`config.mk`:
```
export PLATFORM = sky130hd
export DESIGN_NAME = dhtq_front
export DESIGN_NICKNAME = d
export VERILOG_FILES = /design/src/hw/rtl/dhtq_pkg.sv /design/src/hw/rtl/dhtq_front.sv
export SDC_FILE = /design/constraint.sdc
export NUM_CORES = 1
export LEC_CHECK = 0
export ABC_AREA = 0
export ABC_CLOCK_PERIOD_IN_PS = 22200
export BUFFER_PORTS_ARGS = -buffer_cell sky130_fd_sc_hd__buf_2
export CAP_MARGIN = 20
export CORE_MARGIN = 2
export CORE_UTILIZATION = 30
export CTS_BUF_LIST = sky130_fd_sc_hd__clkbuf_2
export DETAILED_ROUTE_END_ITERATION = 12
export HOLD_SLACK_MARGIN = 0.05
export RECOVER_POWER = 50
export SKIP_LAST_GASP = 1
export SYNTH_ARGS = -nofsm -noshare
export SYNTH_HDL_FRONTEND = slang
export SYNTH_SLANG_ARGS = --single-unit
export TNS_END_PERCENT = 100
```
`constraint.sdc`:
```
create_clock -name clock -period 22.2 [get_ports clock]
set_clock_uncertainty 0.05 [all_clocks]
set_input_delay 1.11 -clock clock [delete_from_list [all_inputs] [get_ports clock]]
set_output_delay 1.11 -clock clock [all_outputs]
set_load 0.02 [all_outputs]
```
`src/hw/rtl/dhtq_pkg.sv`:
```
// shared types and constants for the deadline heap timer queue
package dhtq_pkg;

   localparam int QueueDepthDefault = 32;
   localparam int TaskIdBitsDefault = 16;
   localparam int NowBits           = 64;
   localparam int DelayBits         = 32;
   localparam int TaskPortBits      = 16;
   localparam int WaitBits          = 32;
   localparam int OrderBits         = 32;
   localparam int FifoDepth         = 2;

   typedef enum logic [1:0] {
      KIND_ADD_OK   = 2'd0,
      KIND_ADD_FULL = 2'd1,
      KIND_EXPIRED  = 2'd2,
      KIND_WAIT     = 2'd3
   } kind_type;

   typedef enum logic {
      CMD_ADD  = 1'b0,
      CMD_TICK = 1'b1
   } cmd_type;

   // classified request handed from front to back
   typedef struct packed {
      cmd_type                cmd;
      logic [NowBits-1:0]     now;
      logic [NowBits-1:0]     deadline;
      logic [TaskPortBits-1:0] task_id;
   } op_type;

endpackage

```
`src/hw/rtl/dhtq_front.sv`:
```
// front end: accepts requests, computes the saturated deadline, queues the op
module dhtq_front
   import dhtq_pkg::*;
(
   input  logic                     clock,
   input  logic                     reset,
   input  logic                     req_valid,
   output logic                     req_ready,
   input  logic                     req_command,
   input  logic [NowBits-1:0]       req_now_us,
   input  logic [DelayBits-1:0]     req_delay_us,
   input  logic [TaskPortBits-1:0]  req_task_id,
   output logic                     op_valid,
   input  logic                     op_ready,
   output op_type                   op
);

   op_type        fifo_ff [FifoDepth];
   logic          wr_ptr_ff, wr_ptr_in;
   logic          rd_ptr_ff, rd_ptr_in;
   logic [1:0]    count_ff, count_in;
   logic [NowBits:0] sum;
   op_type        new_op;
   logic          push, pop;

   // saturated deadline
   always_comb begin
      sum = {1'b0, req_now_us} + {{(NowBits-DelayBits+1){1'b0}}, req_delay_us};
      new_op.cmd      = cmd_type'(req_command);
      new_op.now      = req_now_us;
      new_op.deadline = sum[NowBits] ? {NowBits{1'b1}} : sum[NowBits-1:0];
      new_op.task_id  = req_task_id;
   end

   assign req_ready = (count_ff != 2'(FifoDepth));
   assign push      = req_valid && req_ready;
   assign op_valid  = (count_ff != 2'd0);
   assign pop       = op_valid && op_ready;
   assign op        = fifo_ff[rd_ptr_ff];

   // pointer and count update
   always_comb begin
      wr_ptr_in = push ? ~wr_ptr_ff : wr_ptr_ff;
      rd_ptr_in = pop ? ~rd_ptr_ff : rd_ptr_ff;
      count_in  = count_ff + {1'b0, push} - {1'b0, pop};
   end

   always_ff @(posedge clock) begin
      if (reset) begin
         wr_ptr_ff <= 1'b0;
         rd_ptr_ff <= 1'b0;
         count_ff  <= 2'd0;
      end else begin
         wr_ptr_ff <= wr_ptr_in;
         rd_ptr_ff <= rd_ptr_in;
         count_ff  <= count_in;
      end
   end

   // queue storage
   always_ff @(posedge clock) begin
      if (push) begin
         fifo_ff[wr_ptr_ff] <= new_op;
      end
   end

`ifndef SYNTHESIS
   a_no_overflow: assert property (@(posedge clock) disable iff (reset)
      count_ff == 2'(FifoDepth) |-> !push) else $error("queue overflow");
   a_count_range: assert property (@(posedge clock) disable iff (reset)
      count_ff <= 2'(FifoDepth)) else $error("queue count out of range");
   a_pop_nonempty: assert property (@(posedge clock) disable iff (reset)
      pop |-> count_ff != 2'd0) else $error("pop from empty queue");
`endif

endmodule

```
# ---- Word-level counts from Yosys, hierarchy flattened
# Memory sizes are Yosys's and may differ from the RTL's. A register that Yosys moved wholly into a read port is not among the register bits.
# Cells that the tools add are included.
dict set report classes {
  n_addsub 3
  n_eq_ne 1
  muxes 5
  bitwise 2
  n_reduce_logical 3
}
# op n
set ops {}
lappend ops {{adder 64 x 32 -> 65 bit} 1}
lappend ops {{2-to-1 mux 64 bit} 1}
lappend ops {{2-to-1 mux 1 bit} 4}
lappend ops {{adder 2 x 1 -> 2 bit} 1}
lappend ops {{logical AND 1 bit} 2}
lappend ops {{inequality test 2 bit, second input constant} 1}
lappend ops {{inverter 1 bit} 2}
lappend ops {{nonzero test 2 bit} 1}
lappend ops {{subtractor 2 x 1 -> 2 bit} 1}
dict set report totals {
  reg_bits 4
  ramBits 290
  input_bits 117
  out_inout_bits 147
  elab_cells 18
  memories 1
}
# memory depth width read_ports rd_ports_with_merged_regs write_ports line
set mem_list {}
lappend mem_list {fifo_ff 2 145 1 1 1 dhtq_front.sv:18} ;# op_type fifo_ff [FifoDepth];

# ---- Depth between registers and ports, before layout
# Gate-level depths: netlist of the first run.
dict set report logic_depth {
  ltp_word 4
  ltp_mapped 12
  mapped_depth_nobuf 10
}

# ---- Worst setup path after synthesis of the first run
# Ideal clock, no wire load.
dict set report synth_timing {
  kind {input-to-reg}
  from {input port req_valid}
  to {memory fifo_ff[0][0] (netlist bit), enable pin}
  setup_time_ns 0.652
  t_arrival_ns 7.230
  required_ns 21.498
  setup_slack_ns 14.269
  path_stages 2
  n_path_buf 0
  path_cell_list {nand2_1 -> nor2_1}
}
dict set report synth_between {
  elab_chain_len 3
}
# item line
set synth_lines {}
lappend synth_lines {{from (decl)} dhtq_front.sv:7} ;# input logic req_valid,
lappend synth_lines {{logical AND 1 bit} dhtq_front.sv:36} ;# assign push = req_valid && req_ready;
lappend synth_lines {{2-to-1 mux 1 bit} dhtq_front.sv:62} ;# if (push) begin
lappend synth_lines {{2-to-1 mux 1 bit (not written as such)} dhtq_front.sv:63} ;# fifo_ff[wr_ptr_ff] <= new_op;
lappend synth_lines {{to (decl)} dhtq_front.sv:18}
# No other way between the ends.

# ---- Final worst setup path of the first run
dict set report layout_timing {
  from {register count_ff[0]}
  to {memory fifo_ff[1][130] (netlist bit), enable pin}
}
dict set report layout_between {
  elab_chain_len 4
}
# item line
set layout_lines {}
lappend layout_lines {{from (decl)} dhtq_front.sv:21} ;# logic [1:0] count_ff, count_in;
lappend layout_lines {{from (signal assigned)} dhtq_front.sv:56} ;# count_ff <= count_in;
lappend layout_lines {{inequality test 2 bit} dhtq_front.sv:35} ;# assign req_ready = (count_ff != 2'(FifoDepth));
lappend layout_lines {{logical AND 1 bit} dhtq_front.sv:36}
lappend layout_lines {{2-to-1 mux 1 bit} dhtq_front.sv:62}
lappend layout_lines {{2-to-1 mux 1 bit (not written as such)} dhtq_front.sv:63}
# No other way between the ends.

==> metrics.md, run 1 <==
| Metric | Value |
|---|---|
| Pwr dens | `101 mW/mm²` |
| Die ar. | `0.0468 mm²` |
| Clock Latency Late Sink | `0.96 ns` |
| Post-route setup TNS | `0 ns` |
| Lkg Pwr | `6.02 nW` |
| CTS tree | `built` |
| Depth of the most critical reg-to-reg path | `3` |
| Worst min path class | `primary input to flop` |
| Initial antenna violation count | `3` |
| Worst setup path end | `fifo_ff[1][130]` |
| Crit. End Element | `flop` |
| Layout cells sized above 1 | `38.0%` |
| Setup bufs post-CTS | `0` |
| RSZ-0062 raised after global routing | `false` |
| DRT Wirelength | `34.8 mm` |
| Synth-to-layout area growth | `18.6%` |
| Fin cells | `1884` |
| Mapped Nets | `1079` |
| Max FO, Critical Path | `60` |
| WP buf/inv | `1` |
| Iteration count of the initial detailed-routing pass | `6` |
| Dpl cells | `1747` |
| Multi-input gate area | `0.00450 mm²` |
| Post-synth top cells | `290 x edfxtp_1, 155 x mux2_2, 92 x nand2_1` |
| PortBufs | `263` |
| # clock sinks | `295` |
| Fmax | `187 MHz` |
| Wire per inst | `18.5 µm` |
| Largest area contributor in the netlist | `edfxtp_1` |
| Final setup violation count | `0` |
| Period minus WS final | `5.33 ns` |
| CP top delay family | `buffers and inverters` |
| Total global routing overflow | `0` |
| Yosys warns | `0` |
| Failing checks | `capacitance limit, slew limit` |
| Slew margin rel. | `-140%` |
| EDFF count, synth | `290` |
| CTS clk-pin slew, worst paths | `0.09 ns` |
| H-tree levels | `3` |
| FF+latch count, synth | `295` |
| Worst r2r src | `count_ff[0]` |
| Vias in the first global route | `9206` |
| Initial DRC Count | `556` |
| Worst slew pin tran | `3.59 ns` |
| Most used flip-flop cell after synthesis | `edfxtp_1` |
| Cells after Synth | `927` |
| Highest-delay cell along the critical path | `clkbuf_1` |
| Via/cell ratio | `4.75` |
| Worst reg-to-reg setup slack | `16.87 ns` |
| Pre-CTS setup slack | `16.96 ns` |
| First-pass GRT wire length | `52.4 mm` |
| Fillers | `4478` |
| Period utilization | `24.0%` |
| CTS resizes | `0` |
| Root Buffer Master | `clkbuf_2` |
| Count leader, synth | `edfxtp_1` |
| Worst Path Required | `22.63 ns` |
| RR Endpoint | `fifo_ff[1][130]` |
| Sequential cell area | `0.00881 mm²` |
| Post-synthesis sequential area ratio | `65.1%` |
| Max cap viols | `5` |
| Synth top area cells | `edfxtp_1 64%, mux2_2 13%, ha_1 3.1%, nand2_1 2.6%, a21oi_1 1.6%` |
| Die height | `216 µm` |
| Crit-path cells | `nand2b_1 > and3_1 > clkbuf_1` |
| CP startpoint kind | `flop` |
| Final Hold Vio Count | `0` |
| GPL Wtd Cong | `0.812` |
| Aggregate global-route resource usage | `14.7%` |
| Detailed-route via count | `8951` |
| Post-Syn Area | `0.0135 mm²` |
| DP HPWL | `24.4 mm` |
| CP startpoint | `count_ff[0]` |
| # nets final | `1389` |
| Async set or reset register ratio after synthesis | `0%` |
| Outcome | `complete, but fails checks` |
| Fin util | `36.1%` |
| CP Class | `flop to flop` |
| VDD IR max | `0.0433 mV` |
| Starting Density | `30.5%` |
| Post-DRT Antenna Nets | `0` |
| Final Max Tran Viols | `247` |
| Largest net degree at the start of global routing | `69` |
| Crit. path cell count | `3` |
| Core Rows | `77` |
| Synth top area share | `64.4%` |
| Final instance area | `0.0160 mm²` |
| Die width | `216 µm` |
| Placed inst area | `0.0155 mm²` |
| Critical Path Max Stage Delay | `2.60 ns` |
| Hold Buf Count CTS | `0` |
| Max Root-Sink Buffers | `3` |
| Final worst slack | `16.87 ns` |
| Core area | `0.0444 mm²` |
| Mapped Avg Cell Area | `14.6 µm²` |
| Drt drc | `0` |
| Synth unique cells | `54` |
| Arr. time, crit path | `5.76 ns` |
| Io pins | `264` |
| CTS buffer count | `80` |
## kinds of logic after synthesis
logic type	count (synthesis)	synth area share, %
mux	164	13.6
xor+xnor	40	2.59
fa+ha+maj	35	3.29
buf+inv	52	1.70
flops	295	65.1
compound gates	118	5.37
simple gates	223	8.30
## sequential cells by signal (all words and copies together) (netlist names), named ones only
register   cells
wr_ptr_ff      1
rd_ptr_ff      1
fifo_ff      290
count_ff       2
## layout by cell type, fill, tap and decap left out, types with 16 or more instances in the layout
| cell type | netlist | final |
|---|---|---|
| a21oi_1 | 44 | 44 |
| buf_2 | 14 | 191 |
| clkbuf_1 | 23 | 76 |
| clkbuf_2 | 2 | 119 |
| edfxtp_1 | 290 | 290 |
| ha_1 | 34 | 34 |
| mux2_2 | 155 | 155 |
| nand2_1 | 92 | 92 |
| nand3_1 | 20 | 20 |
| nand4_1 | 28 | 28 |
| nor2_1 | 25 | 25 |
| o21ai_0 | 21 | 20 |
| xnor2_1 | 24 | 24 |
| xor2_1 | 16 | 16 |
## worst min-delay path by stage
| stage | depth (start not counted) | startpoint | end |
|---|---|---|---|
| after global placement | 2 | rd_ptr_ff | flop |
| after CTS | 1 | req_now_us[28] | fifo_ff[0][108] |
| after floorplan | 2 | rd_ptr_ff | flop |
| final | 1 | req_task_id[1] | fifo_ff[1][1] |
| after global routing | 1 | req_task_id[1] | fifo_ff[1][1] |
| after detailed placement | 2 | rd_ptr_ff | flop |
## metrics by stage
| step | total power, mW | hold WS, ns |
|---|---|---|
| floorplan | 1.11 | 0.431 |
| global placement | 1.27 | 0.447 |
| detailed placement | 1.28 | 0.458 |
| CTS | 1.66 | 0.0974 |
| global route | 1.72 | 0.135 |
| finish | 1.63 | 0.294 |
## metal layers
layer | routed length, µm | up-vias | track usage (%)
li1 | - | 4214 | -
met1 | 15100 | 4387 | 18.3
met2 | 16400 | 272 | 23.5
met3 | 2400 | 76 | 4.95
met4 | 947 | 2 | 5.94
met5 | 11 | - | 0
## worst register-to-register path: stages (launching register included)
cell,delay (ns)
dfxtp_1,0.36
nand2b_1,0.15
and3_1,1.58
clkbuf_1,2.61
## area by class of cell
| cell class | instances | area share, % |
|---|---|---|
| flip-flops and latches | 295 | 54.9 |
| clock buffers | 119 | 3.71 |
| multi-input cells | 580 | 28.1 |
| repair buffers | 271 | 7.92 |
| diodes | 5 | 0.0780 |
| well taps | 592 | 4.62 |
| clock inverters | 13 | 0.491 |
| inverters | 9 | 0.210 |
## power by group
| group | leakage, nW | internal [mW] | total (mW) | switching, mW |
|---|---|---|---|---|
| clock network | 0.540 | 0.152 | 0.371 | 0.220 |
| logic | 2.73 | 0.186 | 0.514 | 0.327 |
| registers | 2.75 | 0.723 | 0.743 | 0.0198 |
| total | 6.02 | 1.06 | 1.63 | 0.567 |
Power figures use the tool's default switching activity.
==> run 2, diff against run 1 <==
- ABC_CLOCK_PERIOD_IN_PS: 22200 -> 4450
- clock period: 22.2 -> 4.45 ns (I/O delays scaled with it)
==> run 2 against run 1 <==
  * Non-clock buffer count grew 228
  * Worst setup slack lost 16 ns
  * Power grew to 5.2 times the previous value
  * Clock power grew to 5.3 times the previous value
  * Combinational power grew to 5.3 times the previous value
  * Flip-flop and latch count is the same
  * First-iteration DRC count grew 15%
  * Hold slack lost 0.017 ns
  * Critical path depth grew 10
  * Via count grew 11%
  * The flow still finishes with violations (capacitance limit, slew limit)
==> metrics.md, run 2 (synthesized netlist as in run 1, its figures left out) <==
| Metric | Value |
|---|---|
| GPL Wtd Cong | `0.797 (-1.8%)` |
| CTS clk-pin slew, worst paths | `0.10 ns (about the same)` |
| Synth-to-layout area growth | `36.1%` |
| Final Hold Vio Count | `0 (unchanged)` |
| RSZ-0062 raised after global routing | `false` |
| Detailed-route via count | `9931 (+11%)` |
| Root Buffer Master | `clkbuf_2` |
| Crit. End Element | `flop` |
| PortBufs | `263 (unchanged)` |
| Core area | `0.0444 mm² (unchanged)` |
| Final Max Tran Viols | `109 (-56%)` |
| Core Rows | `77 (unchanged)` |
| H-tree levels | `3 (unchanged)` |
| # clock sinks | `295 (unchanged)` |
| CP top delay family | `compound AO/OA/AOI/OAI gates` |
| Max Root-Sink Buffers | `3 (unchanged)` |
| RR Endpoint | `fifo_ff[1][118]` |
| Worst reg-to-reg setup slack | `0.98 ns (-15.89 ns)` |
| VDD IR max | `0.300 mV (+590%)` |
| Largest register FFs | `290 (unchanged)` |
| CP startpoint kind | `primary input` |
| Pwr dens | `458 mW/mm² (+350%)` |
| Total global routing overflow | `0 (unchanged)` |
| Reg with most FFs | `fifo_ff` |
| Aggregate global-route resource usage | `16.4% (+1.7 points)` |
| CP startpoint | `req_now_us[0]` |
| Critical Path Max Stage Delay | `0.58 ns (-2.02 ns)` |
| Period minus WS final | `3.55 ns` |
| Final setup violation count | `0 (unchanged)` |
| Initial DRC Count | `637 (+15%)` |
| Pre-CTS setup slack | `0.749 ns (-16.21 ns)` |
| Final instance area | `0.0184 mm² (+15%)` |
| DP HPWL | `24.2 mm (-0.76%)` |
| Wire per inst | `18.1 µm (-2.0%)` |
| Max FO, Critical Path | `4 (-93%)` |
| Crit-path cells | `dlygate4sd3_1 > clkbuf_1 > ha_1 > fa_1 > a211oi_1 > o21ai_0 > a21boi_0 > o21ai_0 > a21boi_0 > o21a_1 > xor2_1 > dlygate4sd3_1 > nand2_1` |
| Arr. time, crit path | `4.24 ns (-1.52 ns)` |
| Multi-input gate area | `0.00450 mm² (unchanged)` |
| CTS resizes | `0 (unchanged)` |
| CP Class | `primary input to flop` |
| Worst r2r src | `count_ff[0]` |
| Period utilization | `79.8%` |
| Placed inst area | `0.0155 mm² (+0.34%)` |
| # nets final | `1617 (+16%)` |
| Fmax | `282 MHz` |
| Most frequent cells in the layout | `290 x edfxtp_1, 226 x dlygate4sd3_1, 199 x buf_2` |
| Drt drc | `0 (unchanged)` |
| Starting Density | `30.5% (unchanged)` |
| Die height | `216 µm (unchanged)` |
| Post-DRT Antenna Nets | `0 (unchanged)` |
| Vias in the first global route | `10400 (+13%)` |
| Failing checks | `capacitance limit, slew limit` |
| Clock Latency Late Sink | `1.00 ns (+0.04 ns)` |
| DRT Wirelength | `38.3 mm (+10%)` |
| Final worst slack | `0.900 ns (-15.97 ns)` |
| Setup bufs post-CTS | `0 (unchanged)` |
| Sequential cell area | `0.00881 mm² (unchanged)` |
| WP buf/inv | `3 (+2)` |
| Top Registers | `fifo_ff x290, count_ff x2` |
| Largest net degree at the start of global routing | `81 (+17%)` |
| Depth of the most critical reg-to-reg path | `3 (unchanged)` |
| Max cap viols | `2 (-3)` |
| Worst min path class | `primary input to flop` |
| First-pass GRT wire length | `58.6 mm (+12%)` |
| Lkg Pwr | `7.05 nW (+17%)` |
| Fillers | `4210 (-6.0%)` |
| Initial antenna violation count | `2 (-1)` |
| Io pins | `264 (unchanged)` |
| Die ar. | `0.0468 mm² (unchanged)` |
| Via/cell ratio | `4.69 (-1.3%)` |
| Most common cell after layout, fill and taps aside | `edfxtp_1` |
| Slew margin rel. | `-37.1% (+100 points)` |
| Post-route setup TNS | `0 ns (unchanged)` |
| Die width | `216 µm (unchanged)` |
| CTS buffer count | `80 (unchanged)` |
| Worst setup path end | `fifo_ff[0][34]` |
| CTS tree | `built` |
| Crit. path cell count | `13 (+10)` |
| Worst Path Required | `5.14 ns (-17.49 ns)` |
| Layout cells sized above 1 | `33.2% (-4.8 points)` |
| Outcome | `complete, but fails checks` |
| Highest-delay cell along the critical path | `dlygate4sd3_1` |
| Iteration count of the initial detailed-routing pass | `5 (-1)` |
| Worst slew pin tran | `2.06 ns (-1.54 ns)` |
run 2: cell type report:
type	count	area share [%]
sequential	295	47.8
multi-input combinational	580	24.5
timing repair buffer	499	19.5
tap	592	4.02
clock buffer	119	3.23
clock inverter	21	0.740
inverter	9	0.183
antenna	2	0.0272
run 2: worst register-to-register path, delay by kind of cell (launching register included):
family | cells | cell delay (ns)
buf+inv | 1 | 0.91
flops | 1 | 0.36
simple gates | 2 | 1.71
run 2: how the worst min path moves through the flow:
| stage | start | to | depth (start not counted) |
|---|---|---|---|
| 2_1_floorplan | reset | count_ff[0] | 1 |
| 3_3_place_gp | req_task_id[9] | fifo_ff[0][9] | 1 |
| 3_5_place_dp | req_task_id[9] | fifo_ff[1][9] | 1 |
| 4_1_cts | req_now_us[38] | fifo_ff[1][54] | 4 |
| 5_1_grt | req_now_us[49] | fifo_ff[1][66] | 4 |
| 6_report | req_now_us[49] | fifo_ff[0][66] | 4 |
run 2: through the flow:
step / util (%) / power [mW] / hold WS [ns] / std cells
5_1_grt: 41.5 / 8.92 / 0.152 / 2117
3_3_place_gp: 35.0 / 6.38 / 0.362 / 1749
2_1_floorplan: - / 5.47 / 0.244 / 927
6_report: 41.5 / 8.43 / 0.276 / 2117
3_5_place_dp: 35.0 / 6.40 / 0.364 / 1749
4_1_cts: 41.7 / 8.58 / 0.0543 / 2115
run 2: power breakdown:
group | leakage, nW | switching (mW) | total, mW | internal, mW
clock | 0.567 | 1.12 | 1.95 | 0.825
sequential | 2.75 | 0.153 | 3.74 | 3.59
combinational | 3.73 | 1.65 | 2.74 | 1.09
total | 7.05 | 2.93 | 8.43 | 5.51
run 2: per-layer routing:
metal  wire, µm  part of all wire (%)  up-vias  global-route usage [%]
li1           -                     -     4689                       -
met1      16600                    43     4846                    20.7
met2      18200                    47      327                    26.4
met3       2390                   6.2       69                    4.52
met4       1160                   3.0        0                    7.33
met5          0                     0        -                       0
run 2: timing repair:
action                                 CTS  global route
endpoints found under the hold margin  445             0
hold buffers                           226             0
setup endpoints to repair                0             0
